==> config.mk <==
export PLATFORM = sky130hd
export DESIGN_NAME = masked_byte_pattern_search
export DESIGN_NICKNAME = d
export VERILOG_FILES = /design/src/rtl/mbps_pkg.sv /design/src/rtl/mbps_cfg.sv /design/src/rtl/mbps_match.sv /design/src/rtl/mbps_out_reg.sv /design/src/rtl/masked_byte_pattern_search.sv
export SDC_FILE = /design/constraint.sdc
export NUM_CORES = 2
export LEC_CHECK = 0
export ABC_AREA = 1
export BUFFER_PORTS_ARGS = -buffer_cell sky130_fd_sc_hd__buf_2
export CORE_MARGIN = 2
export CORE_UTILIZATION = 30
export CTS_BUF_LIST = sky130_fd_sc_hd__clkbuf_8 sky130_fd_sc_hd__clkbuf_16
export DETAILED_ROUTE_END_ITERATION = 10
export PLACE_DENSITY = 0.55
export SLEW_MARGIN = 40
export SYNTH_ARGS = -nofsm -noshare
export SYNTH_HDL_FRONTEND = slang
export SYNTH_SLANG_ARGS = --single-unit
==> constraint.sdc <==
create_clock -name i_clk -period 10.7 [get_ports i_clk]
set_input_delay 2.14 -clock i_clk [delete_from_list [all_inputs] [get_ports i_clk]]
set_output_delay 2.14 -clock i_clk [all_outputs]
set_load 0.05 [all_outputs]
==> src/rtl/mbps_pkg.sv <==
package mbps_pkg;

    // window depth default and fixed capacity of the pattern registers
    localparam int PATTERN_MAX_DEF = 32;
    localparam int PAT_REG_BYTES   = 32;
    localparam int PAT_REG_W       = 64;
    localparam int ADDR_W          = 64;
    localparam int MASK_W          = 32;
    localparam int LEN_W           = 6;
    localparam int CFG_IDX_W       = 3;

    // configuration register indexes
    typedef enum logic [CFG_IDX_W-1:0] {
        CFG_PAT0  = 3'd0,
        CFG_PAT1  = 3'd1,
        CFG_PAT2  = 3'd2,
        CFG_PAT3  = 3'd3,
        CFG_MASK  = 3'd4,
        CFG_LEN   = 3'd5,
        CFG_START = 3'd6
    } t_cfg_idx;

    typedef struct packed {
        logic [PAT_REG_BYTES*8-1:0] pattern;
        logic [MASK_W-1:0]          mask;
        logic [LEN_W-1:0]           length;
        logic [ADDR_W-1:0]          start;
    } t_cfg;

    typedef struct packed {
        logic              found;
        logic [ADDR_W-1:0] addr;
    } t_result;

endpackage

==> src/rtl/mbps_cfg.sv <==
module mbps_cfg (
    input  logic                           i_clk,
    input  logic                           i_rst_n,
    input  logic                           i_cfg_valid,
    input  logic [mbps_pkg::CFG_IDX_W-1:0] i_cfg_index,
    input  logic [mbps_pkg::ADDR_W-1:0]    i_cfg_data,
    output mbps_pkg::t_cfg                 o_cfg
);
    import mbps_pkg::*;

    t_cfg r_cfg;

    // register file, write-only; unknown indexes are dropped
    always_ff @(posedge i_clk) begin
        if (!i_rst_n) begin
            r_cfg <= '0;
        end else if (i_cfg_valid) begin
            unique case (i_cfg_index) inside
                CFG_PAT0, CFG_PAT1, CFG_PAT2, CFG_PAT3: begin
                    r_cfg.pattern[i_cfg_index[1:0]*PAT_REG_W +: PAT_REG_W] <= i_cfg_data;
                end
                CFG_MASK:  r_cfg.mask   <= i_cfg_data[MASK_W-1:0];
                CFG_LEN:   r_cfg.length <= i_cfg_data[LEN_W-1:0];
                CFG_START: r_cfg.start  <= i_cfg_data;
                default: begin
                end
            endcase
        end
    end

    assign o_cfg = r_cfg;

endmodule

==> src/rtl/mbps_match.sv <==
module mbps_match #(
    parameter int PATTERN_MAX = mbps_pkg::PATTERN_MAX_DEF
) (
    input  logic              i_clk,
    input  logic              i_rst_n,
    input  logic              i_accept,
    input  logic [7:0]        i_byte,
    input  logic              i_last,
    input  mbps_pkg::t_cfg    i_cfg,
    output logic              o_emit,
    output mbps_pkg::t_result o_result
);
    import mbps_pkg::*;

    localparam int CMP_N  = (PATTERN_MAX < PAT_REG_BYTES) ? PATTERN_MAX : PAT_REG_BYTES;
    localparam int WIN_IW = (PATTERN_MAX > 1) ? $clog2(PATTERN_MAX) : 1;
    localparam int PAD_N  = 2 ** WIN_IW;
    localparam logic [LEN_W:0] MAX_LEN = (LEN_W+1)'(CMP_N);

    logic [7:0]        r_win [PATTERN_MAX];
    logic [7:0]        n_win [PATTERN_MAX];
    logic [7:0]        w_pad [PAD_N];
    logic [ADDR_W-1:0] r_offset;
    logic [ADDR_W-1:0] n_offset;
    logic              r_done;
    logic              n_done;
    logic [CMP_N-1:0]  w_bad;
    logic              w_len_ok;
    logic              w_hit;
    logic [ADDR_W-1:0] w_len_ext;

    // window after the new byte: newest at index 0, padded for indexing
    always_comb begin
        n_win[0] = i_byte;
        for (int i = 1; i < PATTERN_MAX; i++) begin
            n_win[i] = r_win[i-1];
        end
        for (int i = 0; i < PAD_N; i++) begin
            w_pad[i] = (i < PATTERN_MAX) ? n_win[i] : 8'h00;
        end
    end

    // masked per-byte compare; pattern byte j meets window entry len-1-j
    always_comb begin
        logic [LEN_W-1:0] idx;
        logic             care;
        for (int j = 0; j < CMP_N; j++) begin
            idx      = i_cfg.length - LEN_W'(1) - LEN_W'(j);
            care     = i_cfg.mask[j] && (LEN_W'(j) < i_cfg.length);
            w_bad[j] = care && (w_pad[idx[WIN_IW-1:0]] != i_cfg.pattern[j*8 +: 8]);
        end
    end

    // saturating byte count of the scan, counting the current byte
    assign n_offset  = (r_offset == '1) ? r_offset : r_offset + ADDR_W'(1);
    assign w_len_ext = ADDR_W'(i_cfg.length);
    assign w_len_ok  = (i_cfg.length != '0) && ({1'b0, i_cfg.length} <= MAX_LEN);
    assign w_hit     = !r_done && w_len_ok && (i_cfg.start != '0) &&
                       (n_offset >= w_len_ext) && (w_bad == '0);

    assign n_done = i_last ? 1'b0 : (r_done || w_hit);

    // result for this beat: first match, or not-found at region end
    assign o_emit         = w_hit || (i_last && !r_done);
    assign o_result.found = w_hit;
    assign o_result.addr  = w_hit ? (i_cfg.start + (n_offset - w_len_ext)) : '0;

    // scan state; window bytes are only read after being refilled in a scan
    always_ff @(posedge i_clk) begin
        if (!i_rst_n) begin
            r_offset <= '0;
            r_done   <= 1'b0;
        end else if (i_accept) begin
            r_offset <= i_last ? '0 : n_offset;
            r_done   <= n_done;
        end
    end

    always_ff @(posedge i_clk) begin
        if (i_accept) begin
            r_win <= n_win;
        end
    end

endmodule

==> src/rtl/mbps_out_reg.sv <==
module mbps_out_reg (
    input  logic              i_clk,
    input  logic              i_rst_n,
    input  logic              i_load,
    input  mbps_pkg::t_result i_result,
    input  logic              i_take,
    output logic              o_valid,
    output mbps_pkg::t_result o_result
);
    import mbps_pkg::*;

    logic    r_valid;
    logic    n_valid;
    t_result r_result;

    // holds a result until the downstream beat completes
    always_comb begin
        n_valid = r_valid;
        if (i_load) begin
            n_valid = 1'b1;
        end else if (i_take) begin
            n_valid = 1'b0;
        end
    end

    always_ff @(posedge i_clk) begin
        if (!i_rst_n) begin
            r_valid <= 1'b0;
        end else begin
            r_valid <= n_valid;
        end
    end

    always_ff @(posedge i_clk) begin
        if (i_load) begin
            r_result <= i_result;
        end
    end

    assign o_valid  = r_valid;
    assign o_result = r_result;

endmodule

==> src/rtl/masked_byte_pattern_search.sv <==
// Channel      Dir  Signals                          Payload
// s_axis       in   s_axis_tvalid/tready/tdata/tlast tdata[7:0] data_byte, tlast last_byte
// m_axis       out  m_axis_tvalid/tready/tdata/tuser tdata[63:0] match_address, tuser found
// cfg          in   i_cfg_valid/o_cfg_ready          i_cfg_index register, i_cfg_data value
//
// One byte per cycle: window shift, masked compare and address add finish in
// the accept cycle and land in the result register.
// The result register sets the rate: a new beat is taken whenever it is empty
// or being drained in the same cycle, so a stalled result stops the input.
// Synchronous active-low reset clears the scan state, result valid and
// configuration; no clearing pass is needed.
module masked_byte_pattern_search #(
    parameter int PATTERN_MAX = mbps_pkg::PATTERN_MAX_DEF
) (
    input  logic                           i_clk,
    input  logic                           i_rst_n,
    input  logic                           s_axis_tvalid,
    output logic                           s_axis_tready,
    input  logic [7:0]                     s_axis_tdata,   // [7:0] data_byte
    input  logic                           s_axis_tlast,   // last_byte
    output logic                           m_axis_tvalid,
    input  logic                           m_axis_tready,
    output logic [mbps_pkg::ADDR_W-1:0]    m_axis_tdata,   // [63:0] match_address
    output logic                           m_axis_tuser,   // [0] found
    input  logic                           i_cfg_valid,
    output logic                           o_cfg_ready,
    input  logic [mbps_pkg::CFG_IDX_W-1:0] i_cfg_index,
    input  logic [mbps_pkg::ADDR_W-1:0]    i_cfg_data
);
    import mbps_pkg::*;

    t_cfg    w_cfg;
    t_result w_result;
    t_result w_out;
    logic    w_accept;
    logic    w_emit;

    assign o_cfg_ready   = 1'b1;
    assign s_axis_tready = !m_axis_tvalid || m_axis_tready;
    assign w_accept      = s_axis_tvalid && s_axis_tready;

    mbps_cfg u_cfg (
        .i_clk       (i_clk),
        .i_rst_n     (i_rst_n),
        .i_cfg_valid (i_cfg_valid),
        .i_cfg_index (i_cfg_index),
        .i_cfg_data  (i_cfg_data),
        .o_cfg       (w_cfg)
    );

    mbps_match #(
        .PATTERN_MAX (PATTERN_MAX)
    ) u_match (
        .i_clk    (i_clk),
        .i_rst_n  (i_rst_n),
        .i_accept (w_accept),
        .i_byte   (s_axis_tdata),
        .i_last   (s_axis_tlast),
        .i_cfg    (w_cfg),
        .o_emit   (w_emit),
        .o_result (w_result)
    );

    mbps_out_reg u_out (
        .i_clk    (i_clk),
        .i_rst_n  (i_rst_n),
        .i_load   (w_accept && w_emit),
        .i_result (w_result),
        .i_take   (m_axis_tready),
        .o_valid  (m_axis_tvalid),
        .o_result (w_out)
    );

    assign m_axis_tdata = w_out.addr;
    assign m_axis_tuser = w_out.found;

endmodule

==> results.json <==
{
  "vias": 63000,
  "netlist_top_cells_count": "3207 x nand2_1, 1593 x nand3_1, 969 x inv_1, 519 x a21oi_1, 432 x nor2_1",
  "fin_total_pwr_mw": 11.30,
  "reg2reg_depth": 24,
  "slew_headroom_pct": 30.18,
  "p_comb_share_pct": 39.8,
  "syn_area_mm2": 0.05622,
  "syn-num-nets": 9326,
  "worstReg2RegStart": "u_cfg.o_cfg[64]$_SDFFE_PN0P_",
  "firstDrtPassIters": 7,
  "p_per_area_mw_per_mm2": 180.2,
  "ios": 149,
  "dr.first_iter.drc_count": 7619,
  "ys_async_sr_fraction_pct": 0,
  "grt_pass1_wl_mm": 437.0,
  "min_from": "u_cfg.o_cfg[72]$_SDFFE_PN0P_",
  "synth_compound_area_share_pct": 11.24,
  "synth_top_area_share_pct": 21.41,
  "p_switching_mw": 5.009,
  "clkLatencyLatePin_ns": 0.80,
  "drc_errors": 0,
  "dp_hpwl_mm": 240.9,
  "track_usage_pct": 31.81,
  "pwr-share-seq_pct": 28.5,
  "core-area_mm2": 0.1858,
  "cts-root-buf": "clkbuf_16",
  "fmax_mhz": 135.2,
  "hold_path_class": "reg -> reg",
  "pwr-share-clk_pct": 31.7,
  "yosysMostFrequentCell": "nand2_1",
  "timing.rr.end": "u_out.o_result[62]$_SDFFCE_PN0P_",
  "multiInputGateArea_mm2": 0.03303,
  "critPathLaunchType": "register",
  "synth_xor_xnor_area_share_pct": 2.392,
  "cts_sinks": 737,
  "setup_viol": 0,
  "cp.required_ns": 11.16,
  "cp_max_fo": 87,
  "period_minus_slack_ns": 7.399,
  "synthSimpleGateAreaFrac_pct": 41.01,
  "synth_top_family_by_area": "simple AND/OR/NAND/NOR gates",
  "final_antenna_net_count": 0,
  "finalClockSkew_ns": 0.04404,
  "p_leak_nw": 29.18,
  "synth.area.mux_share_pct": 0,
  "fin_crit_sh_pct": 69.15,
  "synth_ff_type": "dfxtp_1",
  "cts_tree": "yes",
  "cts_resized": 0,
  "worstMarginPinSlew_ns": 1.036,
  "grt_max_degree": 121,
  "intPower_mw": 6.296,
  "post-cts-setup-buffer-count": 0,
  "yosys_warnings": 0,
  "ir_worst_vdd_uv": 164.8,
  "hold_buffers": 0,
  "hold_end": "u_cfg.o_cfg[72]$_SDFFE_PN0P_",
  "rsz0062_at_grt": "no",
  "synth_top_cell_by_area": "nand2_1",
  "fin_tns_setup_ns": 0,
  "regArea_mm2": 0.01789,
  "antenna_found_initial": 15,
  "area_delta_synth_final_pct": 11.62,
  "ys_top_cells_by_area": "nand2_1 21%, edfxtp_1 17%, dfxtp_1 15%, nand3_1 14%, inv_1 6.5%",
  "grt_pass1_vias": 57711,
  "worstSetupPathType": "reg -> reg",
  "slew_violations": 0,
  "portBuffers": 147,
  "gp_congestion": 1.045,
  "status": "complete, no violations",
  "synthAdderAreaFrac_pct": 3.463,
  "clk_pin_slew_ns": 0.06,
  "fin_nets": 9209,
  "synth-seq-cells": 737,
  "htreeDepth": 3,
  "grt-ovfl-total": 0,
  "power.share.switching_pct": 44.31,
  "syn_avg_cell_area_um2": 6.183,
  "yosysSeqAreaShare_pct": 31.82,
  "reg2reg_slack_ns": 3.30,
  "synth_cell_types": 56,
  "initial_core_util_pct": 30.25,
  "synth_edf_count": 313,
  "synth_cells": 9093,
  "endpoint_kind": "register",
  "fillers": 20652,
  "vias_per_cell": 5.457,
  "wl_per_cell_um": 27.20,
  "die_x_um": 436.9,
  "cts_buffers": 98,
  "wl_mm": 314.0,
  "drv_cap": 0,
  "worstPathArrival_ns": 7.86,
  "hold_viol_final": 0,
  "die_y_um": 436.9,
  "drive_gt1_share_pct": 5.830,
  "die_area_mm2": 0.1909,
  "rows": 158,
  "hold_path_depth": 2,
  "clock_path_buffers": 3
}
==> cell families (layout without fill, tap and decap cells) <==
kind of cell,Yosys count,after routing
simple gates,5474,5474
compound gates,1154,1154
other cells,1,9
xor+xnor,127,127
fa+ha+maj,152,152
buf+inv,1448,1411
flops,737,737
==> worst max-delay path, stage by stage, from the launching register on <==
cell	delay, ns
dfxtp_4	0.43
inv_8	0.43
ha_4	0.45
inv_4	0.54
buf_4	0.58
nand2_1	0.25
nand2_8	0.43
buf_4	0.49
nand3_1	0.28
nand3_1	0.15
nand2_1	0.22
inv_1	0.11
nand2_1	0.07
nand3_1	0.13
nand2_1	0.06
nand2_1	0.05
nand4_1	0.11
nor2_1	0.25
nand2_1	0.28
nand2_1	0.12
nand3_1	0.15
nor2_2	0.22
nand4_1	0.25
nand2_2	0.54
buf_12	0.26
==> registers in the layout, indices dropped and copies added, names as in the netlist <==
signal            flops
u_cfg.o_cfg         358
u_out.o_result       65
u_match.r_offset     64
u_match.n_win       248
u_match.r_done        1
u_out.o_valid         1
==> metal layers <==
layer	part of all wire (%)	up-vias	track usage, %
met2	43	2933	48.73
met4	7.1	6	19.36
li1	-	29524	-
met1	42	29934	41.34
met3	8.3	603	5.886
met5	0.010	-	0
==> layout make-up <==
class	count	area share (%)
multi-input combinational	6908	52.64
sequential	737	28.51
inverter	986	5.952
tap	2480	4.945
clock buffer	111	4.211
timing repair buffer	245	2.556
clock inverter	69	1.150
antenna	8	0.03190
==> layout by cell type, fill, tap and decap left out, types with 13 or more instances in the layout <==
cell type | synthesis | routed
o21a_1 | 15 | 15
nand2_1 | 3207 | 3191
xor2_4 | 6 | 14
o21ai_1 | 3 | 20
xnor2_1 | 27 | 26
a211oi_1 | 127 | 127
a21oi_1 | 519 | 519
clkinv_2 | 0 | 16
ha_1 | 146 | 143
buf_6 | 2 | 14
nand3_1 | 1593 | 1587
nor3_1 | 105 | 105
clkinv_1 | 6 | 15
nand2_2 | 8 | 13
dfxtp_1 | 424 | 422
nand4_1 | 63 | 63
o21ai_0 | 395 | 377
buf_2 | 118 | 145
buf_4 | 13 | 80
nor2_1 | 432 | 428
edfxtp_1 | 313 | 313
bufinv_16 | 0 | 13
a31oi_1 | 58 | 58
xor2_1 | 78 | 78
clkbuf_16 | 0 | 99
or2_2 | 26 | 26
inv_1 | 969 | 977
==> power groups by stage <==
stage                     Sequential [mW]  Clock [mW]  Combinational, mW
after detailed placement             3.28           0               4.38
after global placement               3.27           0               4.38
after floorplan                      3.37           0               2.58
after global routing                 3.23        3.72               4.82
final                                3.22        3.59               4.50
after CTS                            3.22        3.63               4.39
==> metrics by stage <==
step / util (%) / hold slack (ns) / setup WS [ns] / cell area [um^2] / instances
detailed placement: 31.89 / 0.4360 / 3.271 / 59260 / 11354
CTS: 33.70 / 0.4470 / 3.223 / 62630 / 11534
global placement: 31.79 / 0.4335 / 3.255 / 59070 / 11352
global route: 33.76 / 0.4656 / 2.933 / 62740 / 11538
floorplan: - / 0.4201 / 0.4457 / 56220 / 9093
finish: 33.77 / 0.4479 / 3.301 / 62750 / 11544
==> worst max-delay path by stage <==
| stage | to | start |
|---|---|---|
| after floorplan | u_out.o_result[0]$_SDFFCE_PN0P_ | m_axis_tready |
| after global placement | u_out.o_result[61]$_SDFFCE_PN0P_ | u_cfg.o_cfg[64]$_SDFFE_PN0P_ |
| after detailed placement | u_out.o_result[62]$_SDFFCE_PN0P_ | u_cfg.o_cfg[64]$_SDFFE_PN0P_ |
| after CTS | u_out.o_result[62]$_SDFFCE_PN0P_ | u_cfg.o_cfg[64]$_SDFFE_PN0P_ |
| after global routing | u_out.o_result[61]$_SDFFCE_PN0P_ | u_cfg.o_cfg[64]$_SDFFE_PN0P_ |
| final | u_out.o_result[62]$_SDFFCE_PN0P_ | u_cfg.o_cfg[64]$_SDFFE_PN0P_ |
Note: power is estimated with default switching activity, not from simulation.
